File: src/rtl/assert_macros.svh
// Assertion macros used by the top-level RTL file of the CAN transmit queue.
// No dependencies; each macro expands to one clocked concurrent assertion.
`ifndef ASSERT_MACROS_SVH
`define ASSERT_MACROS_SVH

// The property must hold at every rising edge outside reset.
`define ASSERT_CLK(lbl, clk, rst, prop) \
  lbl: assert property (@(posedge clk) disable iff (rst) (prop)) \
    else $error("assertion failed");

// The condition must never be true at a rising edge outside reset.
`define ASSERT_NEVER(lbl, clk, rst, cond) \
  lbl: assert property (@(posedge clk) disable iff (rst) !(cond)) \
    else $error("forbidden condition seen");

`endif

File: src/rtl/cantxq_pkg.sv
// Package for the CAN transmit queue with mailbox: codes, field widths and
// the command and status structs between controller and datapath. No dependencies.
`default_nettype none

package cantxq_pkg;

  localparam int QueueDepthDefault = 64;

  localparam int IdW      = 29;
  localparam int LenW     = 4;
  localparam int PayloadW = 64;
  localparam int EntryW   = LenW + 1 + IdW + PayloadW;

  localparam logic [1:0] OP_ENQUEUE = 2'd0;
  localparam logic [1:0] OP_SERVICE = 2'd1;
  localparam logic [1:0] OP_TX_DONE = 2'd2;

  localparam logic [1:0] ST_DONE  = 2'd0;
  localparam logic [1:0] ST_FULL  = 2'd1;
  localparam logic [1:0] ST_EMPTY = 2'd2;
  localparam logic [1:0] ST_BUSY  = 2'd3;

  localparam logic [3:0] MAX_BYTES    = 4'd8;
  localparam logic [7:0] EXT_FLAG_BIT = 8'h08;

  typedef enum logic {
    CS_IDLE,
    CS_LOAD
  } ctrl_state_t;

  typedef struct packed {
    logic full;
    logic empty;
    logic busy;
    logic out_blocked;
  } dp_status_t;

  typedef struct packed {
    logic       enqueue;
    logic       tx_done;
    logic       load_status;
    logic       load_mailbox;
    logic [1:0] status;
  } dp_cmd_t;

endpackage

`default_nettype wire

File: src/rtl/cantxq_ctrl.sv
// Controller of the CAN transmit queue: decodes the opcode and sequences a
// mailbox load. Depends on cantxq_pkg.
`default_nettype none

module cantxq_ctrl (
  input  wire logic                   clk,
  input  wire logic                   rst,
  input  wire logic                   item_valid,
  output logic                        item_stall,
  input  wire logic [1:0]             opcode,
  input  wire cantxq_pkg::dp_status_t sts,
  output cantxq_pkg::dp_cmd_t         cmd
);

  cantxq_pkg::ctrl_state_t state, state_next;
  logic accept;

  assign accept = (state == cantxq_pkg::CS_IDLE) && item_valid && !sts.out_blocked;

  always_ff @(posedge clk) begin
    if (rst) begin
      state <= cantxq_pkg::CS_IDLE;
    end else begin
      state <= state_next;
    end
  end

  always_comb begin
    state_next = state;
    case (state)
      cantxq_pkg::CS_IDLE: begin
        if (accept && opcode == cantxq_pkg::OP_SERVICE && !sts.empty && !sts.busy) begin
          state_next = cantxq_pkg::CS_LOAD;
        end
      end
      cantxq_pkg::CS_LOAD: begin
        state_next = cantxq_pkg::CS_IDLE;
      end
      default: begin
        state_next = cantxq_pkg::CS_IDLE;
      end
    endcase
  end

  always_comb begin
    cmd        = '0;
    cmd.status = cantxq_pkg::ST_DONE;
    item_stall = 1'b1;
    case (state)
      cantxq_pkg::CS_IDLE: begin
        item_stall = sts.out_blocked;
        if (accept) begin
          case (opcode)
            cantxq_pkg::OP_ENQUEUE: begin
              cmd.load_status = 1'b1;
              if (sts.full) begin
                cmd.status = cantxq_pkg::ST_FULL;
              end else begin
                cmd.enqueue = 1'b1;
              end
            end
            cantxq_pkg::OP_SERVICE: begin
              // The empty check comes before the busy check; a good service
              // finishes in the load state.
              if (sts.empty) begin
                cmd.load_status = 1'b1;
                cmd.status      = cantxq_pkg::ST_EMPTY;
              end else if (sts.busy) begin
                cmd.load_status = 1'b1;
                cmd.status      = cantxq_pkg::ST_BUSY;
              end
            end
            cantxq_pkg::OP_TX_DONE: begin
              cmd.load_status = 1'b1;
              cmd.tx_done     = 1'b1;
            end
            default: begin
              cmd.load_status = 1'b1;
            end
          endcase
        end
      end
      cantxq_pkg::CS_LOAD: begin
        cmd.load_mailbox = 1'b1;
      end
      default: begin
        item_stall = 1'b1;
      end
    endcase
  end

endmodule

`default_nettype wire

File: config.mk
export PLATFORM = sky130hd
export DESIGN_NAME = cantxq_ctrl
export DESIGN_NICKNAME = d
export VERILOG_FILES = /design/src/rtl/assert_macros.svh /design/src/rtl/cantxq_pkg.sv /design/src/rtl/cantxq_ctrl.sv
export SDC_FILE = /design/constraint.sdc
export NUM_CORES = 1
export LEC_CHECK = 0
export BUFFER_PORTS_ARGS = -buffer_cell sky130_fd_sc_hd__buf_2
export CAP_MARGIN = 25
export CORE_AREA = 2 2 39 41
export DETAILED_ROUTE_END_ITERATION = 10
export DIE_AREA = 0 0 41 43
export GPL_TIMING_DRIVEN = 0
export SYNTH_ARGS = -nofsm -noshare
export SYNTH_HDL_FRONTEND = slang
export SYNTH_SLANG_ARGS = --single-unit
File: constraint.sdc
create_clock -name clk -period 1.4 [get_ports clk]
set_clock_uncertainty 0.05 [all_clocks]
set_input_delay 0.14 -clock clk [delete_from_list [all_inputs] [get_ports clk]]
set_output_delay 0.14 -clock clk [all_outputs]
set_load 0.02 [all_outputs]
==> metrics.md, run 1 <==
| Metric | Value |
|---|---|
| Nets | 42 |
| Leak | 0.110 nW |
| Share of post-route cells with drive strength above 1 | 74.2% |
| Final std cells w/o fill | 47 |
| Combinational Power Share | 62.2% |
| Final wirelength | 414 um |
| Antenna violations before repair | 0 |
| Count of pins over their slew limit | 0 |
| Hold_buf cts | 0 |
| R2R Path Start | state$_SDFF_PP0_ |
| Post-Syn Instances | 16 |
| Crit path max-delay family | simple AND/OR/NAND/NOR gates |
| Met2 GRT Util | 8.44% |
| Post-synthesis sequential area ratio | 15.7% |
| Critical Path RT | 1210 ps |
| Port bufs | 15 |
| I/O Pins | 16 |
| GRT Total Usage | 3.60% |
| Hold path start | sts[2] |
| Worst Path Buf+Inv | 1 |
| F_max | 753 MHz |
| Syn Area/Cell | 7.98 um^2 |
| Slowest CP cell | or3b_2 |
| Chip Height | 43 um |
| Syn_nets | 25 |
| P_sw | 0.0263 mW |
| Rows | 14 |
| Residual DRC count | 0 |
| Compound-Gate Fraction of Synth Area | 7.84% |
| Post-synthesis mux area share | 0% |
| Crit path largest cell delay | 490 ps |
| Top Registers | state: 1 flops |
| CTS clock-pin slew for the worst setup and hold paths | 0 ps |
| Post-Synth Simple-Gate Area | 70.6% |
| WL/cell | 8.81 um |
| Xor and xnor fraction of the mapped netlist area | 0% |
| Crit path kind | flip-flop to output pin |
| Setup WS pre-CTS | 22.8 ps |
| Placed Area | 236 um^2 |
| Die Width | 41 um |
| Setup TNS | 0 ps |
| Placed Cells | 47 |
| Most flops, register | state |
| Setup crit end kind | output pin |
| Final worst slack | 71.4 ps |
| Synth top area cells | dfxtp_1, or4b_4, nand2b_1 |
| Pwr Density | 325 mW/mm^2 |
| Max reg flops | 1 |
| Worst-margin pin slew | 238 ps |
| Critical path arrival | 1140 ps |
| Detailed placer's ending HPWL | 367 um |
| Mapped Area | 128 um^2 |
| Post-synth top area share | 15.7% |
| Post-CTS setup buffer count | 0 |
| Core area | 0.00138 mm^2 |
| RSZ-0062 raised after global routing | false |
| Vias per inst | 3.72 |
| Largest net degree at the start of global routing | 8 |
| Gpl congestion | 0.523 |
| GRT Max-Usage Layer | met2 |
| DR vias | 175 |
| Largest family of logic cells by synthesized area | simple AND/OR/NAND/NOR gates |
| Skew-Pair Late Insertion Delay | 0 ps |
| Max-cap violation count | 0 |
| Post-route cell area | 239 um^2 |
| Pre-Repair DR Iteration Count | 2 |
| Met1 global-route usage | 2.85% |
| Crit path from | state$_SDFF_PP0_ |
| Final setup violation count | 0 |
| Hold Path Class | input pin to flip-flop |
| Number of global-route vias before repair | 130 |
| Peak VDD IR | 53.9 uV |
| Seq cells post-synth | 1 |
| GRT met3 Usage | 0% |
| Sw frac | 33.8% |
| Power Internal | 0.0515 mW |
| Crit share post-route | 94.9% |
| First-pass GRT wire length | 476 um |
| Final Hold Fails | 0 |
| Largest area contributor in the netlist | dfxtp_1 |
| Iteration-0 DRC Markers | 1 |
| Adder-cell area share of the yosys netlist | 0% |
| Antenna cell count | 0 |
| Register share of total power | 37.8% |
| Status | complete, no violations |
| Netlist cell types | 14 |
| CP cell instances | or3b_2 -> nor3b_2 -> buf_2 |
| YS warnings | 0 |
| Die ar. | 0.00176 mm^2 |
| Startpoint class of the critical path | flip-flop |
| Tmin final | 1330 ps |
| Total gr overflow | 0 |
| Worst-path maximum fanout | 4 |
| Routed Antenna Nets | 0 |
| Total power | 0.0777 mW |
| Clock share of power | 0% |
| Area grow syn2layout | 87.3% |
| Initial Util | 9.22% |
| Max-slew headroom | 83.9% |
-- metrics by stage --
stage          util, %  hold WS, ps
4_1_cts           17.1          308
6_report          17.3          304
3_5_place_dp      17.1          309
3_3_place_gp      17.1          302
2_1_floorplan        -          161
5_1_grt           17.3          322
-- kinds of logic after synthesis --
| group | count (synthesis) |
|---|---|
| AND/OR/NAND/NOR | 12 |
| AO/OA/AOI/OAI | 2 |
| flip-flops | 1 |
| buffers and inverters | 1 |
-- area by class of cell --
type,count,area [um^2]
Multi-Input combinational cell,14,114
Timing Repair Buffer,15,77.6
Buffer,1,7.51
Fill cell,165,1140
Tap cell,16,20.0
Sequential cell,1,20.0
-- power groups by stage --
stage,clock network [mW],registers (mW),logic (mW)
after floorplan,0,0.0294,0.0240
after global placement,0,0.0294,0.0475
after detailed placement,0,0.0294,0.0484
after CTS,0,0.0294,0.0487
after global routing,0,0.0294,0.0520
final,0,0.0294,0.0483
-- cell usage in the layout, fill, tap and decap left out --
cell type and instances:
buf_4 2, nor3b_2 1, dfxtp_1 1, buf_2 14, nor3_2 1, o21ai_0 1, nand3b_1 1, or4b_4 1
nor2_1 2, a21oi_2 1, or3b_2 1, nor4_2 1, nor4b_1 1, nand2b_1 2, or2_2 1
-- what timing repair did --
item | in CTS | in global routing
resized for setup | 0 | 1
setup endpoints to repair | 0 | 1
endpoints found under the hold margin | 0 | 0
-- Yosys cell counts --
| cell type | instances |
|---|---|
| a21oi_1 | 1 |
| buf_4 | 1 |
| dfxtp_1 | 1 |
| nand2b_1 | 2 |
| nand3b_1 | 1 |
| nor2_1 | 2 |
| nor3_1 | 1 |
| nor3b_1 | 1 |
| nor4_2 | 1 |
| nor4b_1 | 1 |
| o21ai_0 | 1 |
| or2_2 | 1 |
| or3b_2 | 1 |
| or4b_4 | 1 |
-- path summary, 6_finish.rpt --
| path | end | slack, ps | depth (start not counted) |
|---|---|---|---|
| worst min-delay path | state$_SDFF_PP0_ | 300 | 2 |
| worst max register to register | state$_SDFF_PP0_ | 210 | 2 |
| worst min register to register | state$_SDFF_PP0_ | 570 | 2 |
| worst max-delay path | cmd[4] | 70 | 3 |
-- layer usage --
metal	up-vias	part of all wire (%)	routed length [um]
li1	91	-	-
met1	76	38	156
met2	8	53	219
met3	0	9.4	39
met4	0	0	0
met5	-	0	0
(Power assumes the default switching activity.)
==> run 2: changes to the inputs <==
ABC_AREA = 1   (was default)
==> run 2 against run 1 <==
- global-route usage down 0.20 points
- critical path type unchanged
- combinational power increased by 4%
- sequential power about the same
- highest routed layer unchanged
- synthesized cell count is 56% higher
- worst hold slack better by 58 ps
- largest cell class unchanged
- critical endpoint unchanged
- synthesized area grew 15%
- power rose by 2.0%
- cell area grew 1.0%
==> metrics.md, run 2 <==
| Metric | Value |
|---|---|
| Status | complete, no violations |
| Seq cells post-synth | 1 (unchanged) |
| Vias per inst | 3.30 (-11%) |
| Final setup violation count | 0 (unchanged) |
| Fraction of registers with async set/reset | 0% (unchanged) |
| Crit share post-route | 74.6% (-20 points) |
| Most frequent cells in the layout | buf_2, inv_1, nor2_1, nand2_1, inv_2 |
| Post-Syn Instances | 25 (+9) |
| Placed Cells | 56 (+19%) |
| First-pass GRT wire length | 441 um (-7.4%) |
| Pwr Density | 328 mW/mm^2 (+0.96%) |
| Residual DRC count | 0 (unchanged) |
| Skew-Pair Late Insertion Delay | 0 ps (unchanged) |
| Worst-margin pin slew | 143 ps (-95.5 ps) |
| Critical Path RT | 1210 ps (about the same) |
| Post-synth EDFFs | 0 (unchanged) |
| Initial Util | 10.6% (+1.4 points) |
| Max-slew headroom | 90.4% (+6.5 points) |
| Total gr overflow | 0 (unchanged) |
| I/O Pins | 16 (unchanged) |
| RSZ-0062 raised after global routing | false |
| Max-cap violation count | 0 (unchanged) |
| Total power | 0.0793 mW (+2.0%) |
| Final std cells w/o fill | 56 (+19%) |
| Setup crit end kind | output pin |
| Chip Height | 43 um (unchanged) |
| Final wirelength | 349 um (-16%) |
| Detailed placer's ending HPWL | 311 um (-15%) |
| Final Hold Fails | 0 (unchanged) |
| Syn_nets | 34 (+36%) |
| WL/cell | 6.23 um (-29%) |
| Worst Path Buf+Inv | 2 (+1) |
| Tmin final | 1040 ps (-284 ps) |
| Routed Antenna Nets | 0 (unchanged) |
| Crit path largest cell delay | 280 ps (-210 ps) |
| Post-synth top area share | 13.7% (-2.0 points) |
| YS warnings | 0 (unchanged) |
| Peak VDD IR | 105 uV (+96%) |
| CP cell instances | inv_1 -> nand3_2 -> nor3_1 -> buf_2 |
| Nets | 51 (+21%) |
| Setup TNS | 0 ps (unchanged) |
| Rows | 14 (unchanged) |
| Final worst slack | 356 ps (+284 ps) |
| Leak | 0.134 nW (+22%) |
| Antenna violations before repair | 0 (unchanged) |
| Die Width | 41 um (unchanged) |
| Post-synthesis sequential area ratio | 13.7% (-2.0 points) |
| Crit path kind | flip-flop to output pin |
| Area grow syn2layout | 65.0% |
| Iteration-0 DRC Markers | 0 (-1) |
| Post-route cell area | 241 um^2 (+1.0%) |
| Die ar. | 0.00176 mm^2 (unchanged) |
| Pre-Repair DR Iteration Count | 1 (-1) |
| F_max | 958 MHz (+27%) |
| CTS resizes | 0 (unchanged) |
| Antenna cell count | 0 (unchanged) |
| Startpoint class of the critical path | flip-flop |
| Top cell types by occurrence after synthesis | inv_1, nand2_1, nor2_1 |
| Hold Path Class | input pin to flip-flop |
| Largest net degree at the start of global routing | 6 (-2) |
| Mapped Area | 146 um^2 (+15%) |
| Hold_ws | 362 ps (+58.0 ps) |
| Most flops, register | state |
| CTS clock-pin slew for the worst setup and hold paths | 0 ps (unchanged) |
| Top Registers | state: 1 flops |
| Port bufs | 15 (unchanged) |
| Setup WS pre-CTS | 341 ps (+319 ps) |
| Placed Area | 241 um^2 (+2.1%) |
| Netlist cell types | 15 (+1) |
| Post-CTS setup buffer count | 0 (unchanged) |
| Synth top area cells | dfxtp_1, inv_1, nand2_1 |
| Largest area contributor in the netlist | dfxtp_1 |
| Max reg flops | 1 (unchanged) |
| Core area | 0.00138 mm^2 (unchanged) |
| Number of global-route vias before repair | 119 (-8.5%) |
| GRT Total Usage | 3.40% (-0.20 points) |
| Finished Core Util | 17.5% (+0.18 points) |
| Hold_buf cts | 0 (unchanged) |
| Share of post-route cells with drive strength above 1 | 55.0% (-19 points) |
| Syn Area/Cell | 5.86 um^2 (-27%) |
| Critical path arrival | 850 ps (-290 ps) |
| DR vias | 185 (+5.7%) |
| Commonest non-fill, non-tap cell in the layout | buf_2 |
| Count of pins over their slew limit | 0 (unchanged) |
| Slowest CP cell | dfxtp_1 |
| Crit path max-delay family | flip-flops |
| Gpl congestion | 0.601 (+15%) |
| Worst-path maximum fanout | 5 (+1) |
| Top_reg_cell synth | dfxtp_1 |
==> run 2: changes by cell type after synthesis, moves of 2 or more <==
cell      before  now
inv_1          0    4
nand2_1        0    4
inv_2          0    2
nand2b_1       2    0
nor2_1         2    4
==> run 2: area by class of cell <==
type	count	area [um^2]
fill	161	1140
inverter	6	22.5
sequential	1	20.0
timing repair buffer	15	75.1
multi-input combinational	17	96.3
buffer	1	7.51
tap	16	20.0
==> run 2: final timing paths <==
kind	startpoint	end	slack [ps]	cells after the start
worst max register to register	state$_SDFF_PP0_	state$_SDFF_PP0_	740	3
worst min register to register	state$_SDFF_PP0_	state$_SDFF_PP0_	480	3
worst max-delay path	state$_SDFF_PP0_	cmd[4]	360	4
worst min-delay path	rst	state$_SDFF_PP0_	360	4
==> run 2: cells by family after synthesis <==
| family | share of synthesized area (%) |
|---|---|
| AND/OR/NAND/NOR | 53.0 |
| buffers and inverters | 20.5 |
| AO/OA/AOI/OAI | 12.8 |
| flip-flops | 13.7 |
==> run 2: tightest hold or removal path, stage by stage <==
cell	delay, ps
buf_2	70
inv_1	30
nand4_1	80
nor2_1	40
==> run 2: report_power, final <==
group	switching (mW)	internal [mW]	leakage [nW]
clock	0	0	0
combinational	0.0301	0.0199	0.126
sequential	0.0000681	0.0293	0.00806
total	0.0302	0.0491	0.134
==> run 2: layer usage <==
layer / wire [um] / part of all wire, % / vias to the layer above / track usage [%]
met5: 0 / 0 / - / 0
met4: 0 / 0 / 0 / 0
met3: 47 / 13 / 0 / 0
met2: 124 / 36 / 14 / 5.31
met1: 178 / 51 / 63 / 5.40
li1: - / - / 108 / -
